$ cat src/rtl/i2cmbe_pkg.sv
`default_nettype none

package i2cmbe_pkg;

    // Input opcodes
    typedef enum logic [2:0] {
        OP_START  = 3'd0,
        OP_STOP   = 3'd1,
        OP_WR_CHK = 3'd2,
        OP_WR     = 3'd3,
        OP_RD     = 3'd4,
        OP_ACK    = 3'd5,
        OP_NACK   = 3'd6,
        OP_TICK   = 3'd7
    } t_op;

    // Active command, opcode plus one; zero is idle
    typedef enum logic [2:0] {
        CMD_IDLE   = 3'd0,
        CMD_START  = 3'd1,
        CMD_STOP   = 3'd2,
        CMD_WR_CHK = 3'd3,
        CMD_WR     = 3'd4,
        CMD_RD     = 3'd5,
        CMD_ACK    = 3'd6,
        CMD_NACK   = 3'd7
    } t_cmd;

    localparam int unsigned CFG_IDX_W  = 1;
    localparam int unsigned CFG_DATA_W = 16;

    localparam logic [CFG_IDX_W-1:0] REG_PHASE_TICKS = 1'd0;
    localparam logic [CFG_IDX_W-1:0] REG_ACK_TIMEOUT = 1'd1;

    localparam logic [7:0]  PHASE_TICKS_RST = 8'd10;
    localparam logic [15:0] ACK_TIMEOUT_RST = 16'd100;

    // Write sequence phases
    localparam logic [4:0] PH_ACK_LOW  = 5'd16;
    localparam logic [4:0] PH_ACK_POLL = 5'd18;
    localparam logic [4:0] PH_ACK_END  = 5'd19;
    localparam logic [4:0] PH_AUTO_STP = 5'd20;

    typedef struct packed {
        logic [2:0] op;
        logic [7:0] wr_data;
        logic       sda_in;
    } t_in_item;

    typedef struct packed {
        logic       scl_level;
        logic       sda_level;
        logic       sda_drive;
        logic       busy_res;
        logic       done_res;
        logic [7:0] rd_data;
        logic       ack_fail;
        logic       cmd_rejected;
    } t_out_item;

    typedef struct packed {
        logic scl;
        logic sda;
        logic drv;
    } t_lines;

endpackage

`default_nettype wire

$ cat src/rtl/i2cmbe_in_reg.sv
`default_nettype none

module i2cmbe_in_reg (
    input  wire                   i_clk,
    input  wire                   i_rst_n,
    input  wire                   i_in_valid,
    output logic                  o_in_ready,
    input  i2cmbe_pkg::t_in_item  i_in_data,
    input  wire                   i_advance,
    output logic                  o_valid,
    output i2cmbe_pkg::t_in_item  o_data
);
    import i2cmbe_pkg::*;

    logic     r_valid;
    t_in_item r_data;

    assign o_in_ready = !r_valid || i_advance;
    assign o_valid    = r_valid;
    assign o_data     = r_data;

    always_ff @(posedge i_clk) begin
        if (!i_rst_n) begin
            r_valid <= 1'b0;
        end else if (i_in_valid && o_in_ready) begin
            r_valid <= 1'b1;
        end else if (i_advance) begin
            r_valid <= 1'b0;
        end
    end

    always_ff @(posedge i_clk) begin
        if (i_in_valid && o_in_ready) begin
            r_data <= i_in_data;
        end
    end

endmodule

`default_nettype wire

$ cat src/rtl/i2cmbe_core.sv
`default_nettype none

module i2cmbe_core (
    input  wire                                i_clk,
    input  wire                                i_rst_n,
    input  wire                                i_cfg_we,
    input  wire [i2cmbe_pkg::CFG_IDX_W-1:0]    i_cfg_idx,
    input  wire [i2cmbe_pkg::CFG_DATA_W-1:0]   i_cfg_wdata,
    input  wire                                i_step,
    input  i2cmbe_pkg::t_in_item               i_item,
    output i2cmbe_pkg::t_out_item              o_result
);
    import i2cmbe_pkg::*;

    typedef struct packed {
        logic   ok;
        t_lines lines;
    } t_phase_out;

    logic [7:0]  r_phase_ticks;
    logic [15:0] r_ack_timeout;

    t_cmd        r_cmd, n_cmd;
    logic [4:0]  r_phase, n_phase;
    logic [7:0]  r_ticks, n_ticks;
    logic [7:0]  r_shift, n_shift;
    logic [15:0] r_wait, n_wait;
    t_lines      r_lines, n_lines;
    logic        r_ack_fail, n_ack_fail;
    logic [7:0]  r_rd_hold, n_rd_hold;

    logic        done;
    logic        rejected;
    logic        jump;
    logic [4:0]  jump_phase;
    logic        fin;
    logic [7:0]  tick_inc;
    logic [7:0]  lim;
    t_phase_out  po;

    // Line levels of phase p of a command; ok low means the command has ended
    function automatic t_phase_out phase_lines(t_cmd cmd, logic [4:0] p, logic b, t_lines cur);
        t_phase_out r;
        r.ok    = 1'b1;
        r.lines = cur;
        unique case (cmd)
            CMD_START: begin
                if (p == 5'd0)      r.lines = '{cur.scl, 1'b1, 1'b1};
                else if (p == 5'd1) r.lines = '{1'b1, 1'b1, 1'b1};
                else if (p == 5'd2) r.lines = '{1'b1, 1'b0, 1'b1};
                else if (p == 5'd3) r.lines = '{1'b0, 1'b0, 1'b1};
                else                r.ok = 1'b0;
            end
            CMD_STOP: begin
                if (p == 5'd0)      r.lines = '{1'b0, 1'b0, 1'b1};
                else if (p == 5'd1) r.lines = '{1'b1, 1'b0, 1'b1};
                else if (p == 5'd2) r.lines = '{1'b1, 1'b1, 1'b1};
                else                r.ok = 1'b0;
            end
            CMD_WR_CHK, CMD_WR: begin
                if (!p[4]) begin
                    r.lines = '{p[0], b, 1'b1};
                end else if (cmd == CMD_WR) begin
                    r.lines = '{1'b0, cur.sda, 1'b1};
                    r.ok    = 1'b0;
                end else if (p == 5'd16 || p == 5'd19) begin
                    r.lines = '{1'b0, 1'b1, 1'b0};
                end else if (p == 5'd17 || p == 5'd18) begin
                    r.lines = '{1'b1, 1'b1, 1'b0};
                end else if (p == 5'd20) begin
                    r.lines = '{1'b0, 1'b0, 1'b1};
                end else if (p == 5'd21) begin
                    r.lines = '{1'b1, 1'b0, 1'b1};
                end else if (p == 5'd22) begin
                    r.lines = '{1'b1, 1'b1, 1'b1};
                end else begin
                    r.ok = 1'b0;
                end
            end
            CMD_RD: begin
                if (!p[4]) r.lines = '{~p[0], 1'b1, 1'b0};
                else       r.ok = 1'b0;
            end
            CMD_ACK: begin
                if (p == 5'd0)                    r.lines = '{1'b0, 1'b1, 1'b1};
                else if (p == 5'd1 || p == 5'd3)  r.lines = '{1'b0, 1'b0, 1'b1};
                else if (p == 5'd2)               r.lines = '{1'b1, 1'b0, 1'b1};
                else begin
                    r.lines = '{1'b0, 1'b1, 1'b1};
                    r.ok    = 1'b0;
                end
            end
            CMD_NACK: begin
                if (p == 5'd0 || p == 5'd2) r.lines = '{1'b0, 1'b1, 1'b1};
                else if (p == 5'd1)         r.lines = '{1'b1, 1'b1, 1'b1};
                else                        r.ok = 1'b0;
            end
            default: r.ok = 1'b0;
        endcase
        return r;
    endfunction

    always_ff @(posedge i_clk) begin
        if (!i_rst_n) begin
            r_phase_ticks <= PHASE_TICKS_RST;
            r_ack_timeout <= ACK_TIMEOUT_RST;
        end else if (i_cfg_we) begin
            if (i_cfg_idx == REG_PHASE_TICKS) begin
                r_phase_ticks <= i_cfg_wdata[7:0];
            end else if (i_cfg_idx == REG_ACK_TIMEOUT) begin
                r_ack_timeout <= i_cfg_wdata;
            end
        end
    end

    assign lim      = (r_phase_ticks == 8'd0) ? 8'd1 : r_phase_ticks;
    assign tick_inc = (r_ticks == 8'hFF) ? 8'hFF : r_ticks + 8'd1;

    // Next state
    always_comb begin
        n_cmd      = r_cmd;
        n_phase    = r_phase;
        n_ticks    = r_ticks;
        n_shift    = r_shift;
        n_wait     = r_wait;
        n_lines    = r_lines;
        n_ack_fail = r_ack_fail;
        n_rd_hold  = r_rd_hold;
        done       = 1'b0;
        rejected   = 1'b0;
        jump       = 1'b0;
        jump_phase = 5'd0;
        fin        = 1'b0;

        if (i_item.op == OP_TICK) begin
            if (r_cmd != CMD_IDLE) begin
                if (r_cmd == CMD_WR_CHK && r_phase == PH_ACK_POLL) begin
                    if (!i_item.sda_in) begin
                        jump       = 1'b1;
                        jump_phase = PH_ACK_END;
                    end else begin
                        n_wait = (r_wait == 16'hFFFF) ? 16'hFFFF : r_wait + 16'd1;
                        if (n_wait >= r_ack_timeout) begin
                            n_ack_fail = 1'b1;
                            jump       = 1'b1;
                            jump_phase = PH_AUTO_STP;
                        end
                    end
                end else if (tick_inc < lim) begin
                    n_ticks = tick_inc;
                end else begin
                    // shift out after SCL high on writes, sample at end of SCL high on reads
                    if ((r_cmd == CMD_WR_CHK || r_cmd == CMD_WR) && !r_phase[4] && r_phase[0]) begin
                        n_shift = {r_shift[6:0], 1'b0};
                    end else if (r_cmd == CMD_RD && !r_phase[4] && !r_phase[0]) begin
                        n_shift = {r_shift[6:0], i_item.sda_in};
                    end
                    if (r_cmd == CMD_WR_CHK && r_phase == PH_ACK_END) begin
                        fin = 1'b1;
                    end else begin
                        jump       = 1'b1;
                        jump_phase = r_phase + 5'd1;
                    end
                end
            end
        end else if (r_cmd != CMD_IDLE) begin
            rejected = 1'b1;
        end else begin
            n_cmd  = t_cmd'(i_item.op + 3'd1);
            n_wait = 16'd0;
            if (i_item.op == OP_WR_CHK || i_item.op == OP_WR) begin
                n_shift    = i_item.wr_data;
                n_ack_fail = 1'b0;
            end else if (i_item.op == OP_RD) begin
                n_shift = 8'd0;
            end
            jump = 1'b1;
        end

        po = phase_lines(n_cmd, jump_phase, n_shift[7], r_lines);
        if (jump) begin
            n_phase = jump_phase;
            n_ticks = 8'd0;
            n_lines = po.lines;
            if (!po.ok) begin
                fin = 1'b1;
            end
        end

        if (fin) begin
            if (n_cmd == CMD_RD) begin
                n_rd_hold = n_shift;
            end
            n_cmd   = CMD_IDLE;
            n_phase = 5'd0;
            n_ticks = 8'd0;
            done    = 1'b1;
        end
    end

    // Result fields
    always_comb begin
        o_result.scl_level    = n_lines.scl;
        o_result.sda_level    = n_lines.drv ? n_lines.sda : 1'b1;
        o_result.sda_drive    = n_lines.drv;
        o_result.busy_res     = (n_cmd != CMD_IDLE);
        o_result.done_res     = done;
        o_result.rd_data      = n_rd_hold;
        o_result.ack_fail     = n_ack_fail;
        o_result.cmd_rejected = rejected;
    end

    always_ff @(posedge i_clk) begin
        if (!i_rst_n) begin
            r_cmd      <= CMD_IDLE;
            r_phase    <= 5'd0;
            r_ticks    <= 8'd0;
            r_shift    <= 8'd0;
            r_wait     <= 16'd0;
            r_lines    <= '{1'b1, 1'b1, 1'b1};
            r_ack_fail <= 1'b0;
            r_rd_hold  <= 8'd0;
        end else if (i_step) begin
            r_cmd      <= n_cmd;
            r_phase    <= n_phase;
            r_ticks    <= n_ticks;
            r_shift    <= n_shift;
            r_wait     <= n_wait;
            r_lines    <= n_lines;
            r_ack_fail <= n_ack_fail;
            r_rd_hold  <= n_rd_hold;
        end
    end

endmodule

`default_nettype wire

$ cat src/rtl/i2cmbe_out_reg.sv
`default_nettype none

module i2cmbe_out_reg (
    input  wire                    i_clk,
    input  wire                    i_rst_n,
    input  wire                    i_valid,
    input  i2cmbe_pkg::t_out_item  i_data,
    output logic                   o_advance,
    output logic                   o_out_valid,
    input  wire                    i_out_ready,
    output i2cmbe_pkg::t_out_item  o_out_data
);
    import i2cmbe_pkg::*;

    logic      r_valid;
    t_out_item r_data;

    // stage empties or drains this cycle
    assign o_advance   = !r_valid || i_out_ready;
    assign o_out_valid = r_valid;
    assign o_out_data  = r_data;

    always_ff @(posedge i_clk) begin
        if (!i_rst_n) begin
            r_valid <= 1'b0;
        end else if (i_valid && o_advance) begin
            r_valid <= 1'b1;
        end else if (i_out_ready) begin
            r_valid <= 1'b0;
        end
    end

    always_ff @(posedge i_clk) begin
        if (i_valid && o_advance) begin
            r_data <= i_data;
        end
    end

endmodule

`default_nettype wire

$ cat src/rtl/i2c_master_bit_engine.sv
`default_nettype none
// Stages: input register, core, output register. Throughput: one item per cycle
// while the output accepts results; a single execute stage updates the bit-timing
// state and the result register together.
// Reset: synchronous, active low; idle, SCL high and SDA driven high,
// phase_ticks 10, ack_timeout 100, both pipeline stages empty.

module i2c_master_bit_engine (
    input  wire                                i_clk,
    input  wire                                i_rst_n,
    input  wire                                i_in_valid,
    output logic                               o_in_ready,
    input  i2cmbe_pkg::t_in_item               i_in_data,
    output logic                               o_out_valid,
    input  wire                                i_out_ready,
    output i2cmbe_pkg::t_out_item              o_out_data,
    input  wire                                i_cfg_we,
    input  wire [i2cmbe_pkg::CFG_IDX_W-1:0]    i_cfg_idx,
    input  wire [i2cmbe_pkg::CFG_DATA_W-1:0]   i_cfg_wdata
);
    import i2cmbe_pkg::*;

    logic      advance;
    logic      stage_valid;
    t_in_item  stage_data;
    t_out_item result;

    i2cmbe_in_reg u_in_reg (
        .i_clk      (i_clk),
        .i_rst_n    (i_rst_n),
        .i_in_valid (i_in_valid),
        .o_in_ready (o_in_ready),
        .i_in_data  (i_in_data),
        .i_advance  (advance),
        .o_valid    (stage_valid),
        .o_data     (stage_data)
    );

    i2cmbe_core u_core (
        .i_clk       (i_clk),
        .i_rst_n     (i_rst_n),
        .i_cfg_we    (i_cfg_we),
        .i_cfg_idx   (i_cfg_idx),
        .i_cfg_wdata (i_cfg_wdata),
        .i_step      (stage_valid && advance),
        .i_item      (stage_data),
        .o_result    (result)
    );

    i2cmbe_out_reg u_out_reg (
        .i_clk       (i_clk),
        .i_rst_n     (i_rst_n),
        .i_valid     (stage_valid),
        .i_data      (result),
        .o_advance   (advance),
        .o_out_valid (o_out_valid),
        .i_out_ready (i_out_ready),
        .o_out_data  (o_out_data)
    );

endmodule

`default_nettype wire

$ cat config.mk
export PLATFORM = sky130hd
export DESIGN_NAME = i2c_master_bit_engine
export DESIGN_NICKNAME = d
export VERILOG_FILES = /design/src/rtl/i2cmbe_pkg.sv /design/src/rtl/i2cmbe_in_reg.sv /design/src/rtl/i2cmbe_core.sv /design/src/rtl/i2cmbe_out_reg.sv /design/src/rtl/i2c_master_bit_engine.sv
export SDC_FILE = /design/constraint.sdc
export NUM_CORES = 1
export LEC_CHECK = 0
export BUFFER_PORTS_ARGS = -buffer_cell sky130_fd_sc_hd__buf_4
export CELL_PAD_IN_SITES_DETAIL_PLACEMENT = 0
export CELL_PAD_IN_SITES_GLOBAL_PLACEMENT = 1
export CORE_UTILIZATION = 30
export DETAILED_ROUTE_END_ITERATION = 10
export GPL_TIMING_DRIVEN = 0
export PLACE_DENSITY = 0.65
export SYNTH_ARGS = -nofsm -noshare
export SYNTH_HDL_FRONTEND = slang
export SYNTH_HIERARCHICAL = 1
export SYNTH_SLANG_ARGS = --single-unit
$ cat constraint.sdc
create_clock -name i_clk -period 13.9 [get_ports i_clk]
set_input_delay 2.085 -clock i_clk [delete_from_list [all_inputs] [get_ports i_clk]]
set_output_delay 2.085 -clock i_clk [all_outputs]
set_load 0.1 [all_outputs]
Yosys cells after proc, flatten, opt, wreduce, memory -nomap -nowiden
Cells that the tools add are included.
{ "classes": {"addsub": 4, "magnitude_cmp": 2, "n_eq_ne": 33, "mux": 106, "n_bitwise": 2, "reduce_logical": 36} }
{ "op_table": {"columns": ["cell", "n"], "rows": [
  ["8-bit two-way mux", 19],
  ["16-bit two-way mux", 6],
  ["3-bit two-way mux", 23],
  ["1-bit two-way mux", 46],
  ["5-bit == test, second input constant", 9],
  ["5-bit two-way mux", 9],
  ["3-bit == test, second input constant", 8],
  ["3-bit one-hot mux with 6 select lines", 1],
  ["16-bit by 1-bit adder with 16-bit output, second input constant", 1],
  ["16-bit == test, second input constant", 1],
  ["16-bit greater-or-equal comparator", 1],
  ["3-bit by 2-bit == test with 1-bit output, second input constant", 5],
  ["3-bit nonzero test", 5],
  ["5-bit by 2-bit == test with 1-bit output, second input constant", 2],
  ["5-bit AND reduction", 2],
  ["8-bit by 1-bit adder with 8-bit output, second input constant", 1],
  ["8-bit == test, second input constant", 1],
  ["1-bit logical AND", 8],
  ["8-bit logical NOT", 1],
  ["1-bit logical OR", 8],
  ["8-bit < comparator", 1],
  ["2-bit inequality test, second input constant", 3],
  ["1-bit one-hot mux with 6 select lines", 1],
  ["2-bit AND reduction", 3],
  ["other kinds (12)", 18]
]} }
{ "totals": {"ff_bits": 105, "in_bits": 34, "output_inout_bits": 17, "word_cells": 208} }

Depth between registers and ports, before layout
{ "logic_depth": {"depth_word": 21, "ltp_mapped": 21, "ltp_nobuf": 18} }

By module
The synthesis kept the hierarchy.
{ "modules_own_cells": {"columns": ["module", "instances", "cells_per_inst", "area_per_inst_um2", "seq_area_each_um2"], "rows": [
  ["i2cmbe_core", 1, 739, 5610.4, 1521.5],
  ["i2cmbe_out_reg", 1, 20, 508.0, 470.5],
  ["i2cmbe_in_reg", 1, 17, 417.9, 380.4],
  ["i2c_master_bit_engine", 1, 1, 6.3, 0.0]
]} }

Least setup slack after synthesis
No wires, ideal clock.
{ "synth_path": {"path_type": "in2out", "startpoint": "input i_out_ready", "endpoint": "output o_in_ready", "t_arrival_ns": 2.549, "t_required_ns": 11.815, "setup_slack_ns": 9.266, "cell_stages": 2, "n_path_buf": 0, "path_cell_list": "nand2b_4 -> nand2b_4"} }
{ "synth_via": {"elab_chain_cells": 2} }
{ "synth_lines": {"columns": ["item", "line", "source"], "rows": [
  ["from (decl)", "i2c_master_bit_engine.sv:15", "input wire i_out_ready,"],
  ["1-bit logical OR", "i2cmbe_out_reg.sv:19", "assign o_advance = !r_valid || i_out_ready;"],
  ["1-bit logical OR", "i2cmbe_in_reg.sv:18", "assign o_in_ready = !r_valid || i_advance;"],
  ["to (decl)", "i2c_master_bit_engine.sv:12", "output logic o_in_ready,"]
]} }
Every way passes these cells.

Worst setup path in the final report
{ "layout_path": {"startpoint": "register u_core.r_wait[0]", "endpoint": "register u_out_reg.r_data, in the netlist u_out_reg/o_out_data[13] (data pin)"} }
{ "layout_via": {"elab_chain_cells": 18, "elab_cells_between_ends": 51, "classes_between": "1 x add/sub; 1 x order compare; 11 x eq/ne; 33 x mux; 5 x reduce/logical"} }
{ "layout_lines": {"columns": ["item", "line", "source"], "rows": [
  ["from (decl)", "i2cmbe_core.sv:27", "logic [15:0] r_wait, n_wait;"],
  ["from (signal assigned)", "i2cmbe_core.sv:228", "r_wait <= n_wait;"],
  ["16-bit by 1-bit adder with 16-bit output or 16-bit == test (tied branches)", "i2cmbe_core.sv:142", "n_wait = (r_wait == 16'hFFFF) ? 16'hFFFF : r_wait + 16'd1;"],
  ["16-bit two-way mux (*)", "i2cmbe_core.sv:142", null],
  ["16-bit greater-or-equal comparator (*)", "i2cmbe_core.sv:143", "if (n_wait >= r_ack_timeout) begin"],
  ["5-bit two-way mux", "i2cmbe_core.sv:143", null],
  ["5-bit two-way mux", "i2cmbe_core.sv:138", "if (!i_item.sda_in) begin"],
  ["5-bit two-way mux", "i2cmbe_core.sv:137", "if (r_cmd == CMD_WR_CHK && r_phase == PH_ACK_POLL) begin"],
  ["5-bit two-way mux", "i2cmbe_core.sv:136", "if (r_cmd != CMD_IDLE) begin"],
  ["5-bit two-way mux", "i2cmbe_core.sv:135", "if (i_item.op == OP_TICK) begin"],
  ["[... 2 more ...]", null, null],
  ["3-bit two-way mux", "i2cmbe_core.sv:72", "end else if (p == 5'd21) begin"],
  ["3-bit two-way mux", "i2cmbe_core.sv:70", "end else if (p == 5'd20) begin"],
  ["3-bit two-way mux", "i2cmbe_core.sv:68", "end else if (p == 5'd17 || p == 5'd18) begin"],
  ["3-bit two-way mux", "i2cmbe_core.sv:66", "end else if (p == 5'd16 || p == 5'd19) begin"],
  ["4-bit two-way mux", "i2cmbe_core.sv:63", "end else if (cmd == CMD_WR) begin"],
  ["3-bit two-way mux", "i2cmbe_core.sv:61", "if (!p[4]) begin"],
  ["3-bit one-hot mux with 6 select lines", "i2cmbe_core.sv:46", "unique case (cmd)"],
  ["3-bit two-way mux (*)", "i2cmbe_core.sv:181", "if (jump) begin"],
  ["to (signal assigned)", "i2cmbe_out_reg.sv:35", "r_data <= i_data;"],
  ["to (decl)", "i2cmbe_out_reg.sv:16", "t_out_item r_data;"]
]} }
Mark *: on every way between the ends. The rest lies on a longest branch, timed or not.
A chain may end at the register's enable or synchronous reset.

==> reports/metrics.csv <==
metric;value;unit
status;finished clean;
io_buffers;50;
cp.arrival;5.41;ns
drv_cap;0;
cts_hold_buf;0;
pre_cts_slack;8.50;ns
synth-seq-cells;105;
fin_tns_setup;0;ns
netSwitchingPower;238;uW
clock_sinks;105;
syn2layout_area_growth;15.2;%
worstPathRequired;13.99;ns
die_w;150;um
yosys_warnings;6;
leakagePower;0.00302;uW
swShare;32.1;%
tightest_slew;1.09;ns
wl_per_cell;16.4;um
synthTopCellsByCount;112 x nand2_1, 78 x dfxtp_1, 75 x nor2_1;
power_density;98.5;nW/um^2
drtAntennaViolNets;0;
gp_congestion;0.888;
crit_family;compound AO/OA/AOI/OAI gates;
fillCellCount;2291;
critPathMaxFanout;10;
path_depth;17;
holdPathStages;2;
synth_top_area_share;23.9;%
dr_total_vias;5763;
setup-violations-final;0;
synth.most_common_cell;nand2_1;
async_flop_share;0;%
slowest_stage;a221oi_1;
hpwl;13800;um
cts-root-buf;clkbuf_16;
rrSetupSlack;8.58;ns
syn_avg_cell_area;8.42;um^2
crit_chain;ha_1 -> and3_1 -> nand3_1 -> or3_1 -> clkbuf_1 -> clkbuf_1 -> nand2_1 -> ha_1 -> a211oi_1 -> o211ai_1 -> a221oi_1 -> o21ai_0 -> a21o_4 -> nor3_2 -> a211oi_1 -> o31ai_1 -> nand4_1;
cts_resized;0;
drc;0;
synth_area_leaders;dfxtp_1 24%, edfxtp_1 12%, nand2_1 6.4%;
grt.overflow.total;0;
max-vdd-ir-drop;0.0530;mV
rsz0062_at_grt;false;
core-area;21200;um^2
cts_tree;built;
post-route-period-util;38.3;%
numCtsBuffers;9;
max_freq;188;MHz
clk_latency;0.36;ns
cts_setup_buffers;0;
synth_cells;777;
worstSetupStartpointType;flip-flop;
die-area;22400;um^2
skew;0.0103;ns
initial_core_util;30.8;%
antenna_found_initial;0;
finalWorstSetupSlack;8.58;ns
cp_slowest_stage_delay;0.50;ns
max_slew_margin;26.9;%
p_comb_share;21.8;%
hp-class;flip-flop to flip-flop;
synth_edf_count;27;
critPathBufInv;2;
critPathKind;flip-flop to flip-flop;
clkSlewWorstSetupHoldPaths;0.07;ns
grt_pass1_vias;5472;
row_count;53;
maxSlewViolCount;0;
grt_max_degree;19;
drive_above_1_share;14.7;%
endpoint_kind;flip-flop;
final.min_clock_period;5.32;ns
h-tree-depth;3;
final_nets;905;
clkPwrFrac;33.1;%
syn-cell-area;6540;um^2
synth.net_count;844;
ys_seq_area_share;36.3;%
internal-power;504;uW
grt_usage;17.0;%
synthDistinctLibCells;84;
rr_worst_depth;17;
synth_top_area_cell;dfxtp_1;
drt-pass1-iter-count;5;
avgViaCountPerCell;5.15;
drt-total-wl;18300;um
seq_power_share;45.1;%
synth_ff_type;dfxtp_1;
io_pins;51;
clock_path_buffers;2;
hold_viol_final;0;
dieHeight;150;um
diodes;0;
grt_pass1_wl;29500;um
drt_iter0_drc;353;
==> area by class of cell <==
type | instances | area, um^2 | share of cell area (%)
Buffer | 40 | 201 | 2.67
Clock buffer | 9 | 225 | 2.99
Clock inverter | 7 | 52.6 | 0.697
Inverter | 45 | 169 | 2.24
Multi-Input combinational cell | 587 | 3800 | 50.4
Sequential cell | 105 | 2370 | 31.5
Tap cell | 275 | 344 | 4.56
Timing Repair Buffer | 50 | 375 | 4.98
==> per-layer routing <==
metal / global-route usage [%] / vias to the layer above / part of all wire [%]
met5: 0 / - / 0
met3: 3.08 / 17 / 4.8
met4: 4.90 / 0 / 1.6
li1: - / 2917 / -
met1: 23.9 / 2683 / 50
met2: 26.4 / 146 / 44
==> path summary, 6_finish.rpt <==
check,to,startpoint
min reg2reg,u_core/r_ack_timeout[13],u_core/r_ack_timeout[13]
max reg2reg,u_out_reg/o_out_data[13],u_core/r_wait[0]
min,u_core/r_ack_timeout[13],u_core/r_ack_timeout[13]
max,u_out_reg/o_out_data[13],u_core/r_wait[0]
==> per-stage QoR <==
stage | cell area, um^2 | hold slack (ns) | instances | utilization, % | total power [uW]
after floorplan | 6540 | 0.436 | 777 | - | 457
after global placement | 7260 | 0.444 | 1102 | 34.2 | 504
after detailed placement | 7260 | 0.451 | 1102 | 34.2 | 503
after CTS | 7540 | 0.462 | 1118 | 35.5 | 752
after global routing | 7540 | 0.487 | 1118 | 35.5 | 780
final | 7540 | 0.461 | 1118 | 35.5 | 742
==> cell families (layout without fill, tap and decap cells) <==
group	Yosys count	count (layout)	share of synthesized area [%]
and+or+nand+nor	306	306	22.9
AOI/OAI and AO/OA	206	206	21.9
DFF	105	105	36.3
buffers and inverters	85	151	5.66
adders and majority gates	33	33	6.31
muxes	26	26	4.80
xor gates and xnor gates	16	16	2.14
==> tightest hold or removal path, cell delays in order (launching register included) <==
cell and delay, ns:
dfxtp_1 0.32, nand2_1 0.05, a21oi_1 0.05
==> power by group through the flow <==
stage,Sequential [uW],Combinational (uW),Clock (uW)
2_1_floorplan,362,95.4,0
3_3_place_gp,342,162,0
3_5_place_dp,342,161,0
4_1_cts,335,161,256
5_1_grt,337,176,267
6_report,335,162,246
==> layout by cell type, fill, tap and decap left out, types with 9 or more instances in the layout <==
| cell | n |
|---|---|
| and3_1 | 11 |
| nor3_1 | 27 |
| inv_1 | 44 |
| a21oi_1 | 73 |
| ha_1 | 33 |
| clkbuf_16 | 9 |
| o21ai_0 | 13 |
| nand3_1 | 26 |
| o22ai_1 | 9 |
| clkbuf_1 | 23 |
| o211ai_1 | 16 |
| xnor2_1 | 10 |
| dfxtp_1 | 78 |
| mux2i_1 | 16 |
| edfxtp_1 | 27 |
| nand2_1 | 112 |
| nor2_1 | 75 |
| buf_4 | 57 |
| a31oi_1 | 12 |
| a22oi_1 | 12 |
==> registers in the layout, summed over array words and instances (netlist names), 8 cells and up <==
name                  cells
u_core/r_ack_timeout     16
u_core/r_wait            16
u_out_reg/o_out_data     15
u_in_reg/o_data          12
u_core/r_phase_ticks      8
u_core/r_rd_hold          8
u_core/r_shift            8
u_core/r_ticks            8
Power figures use the tool's default switching activity.
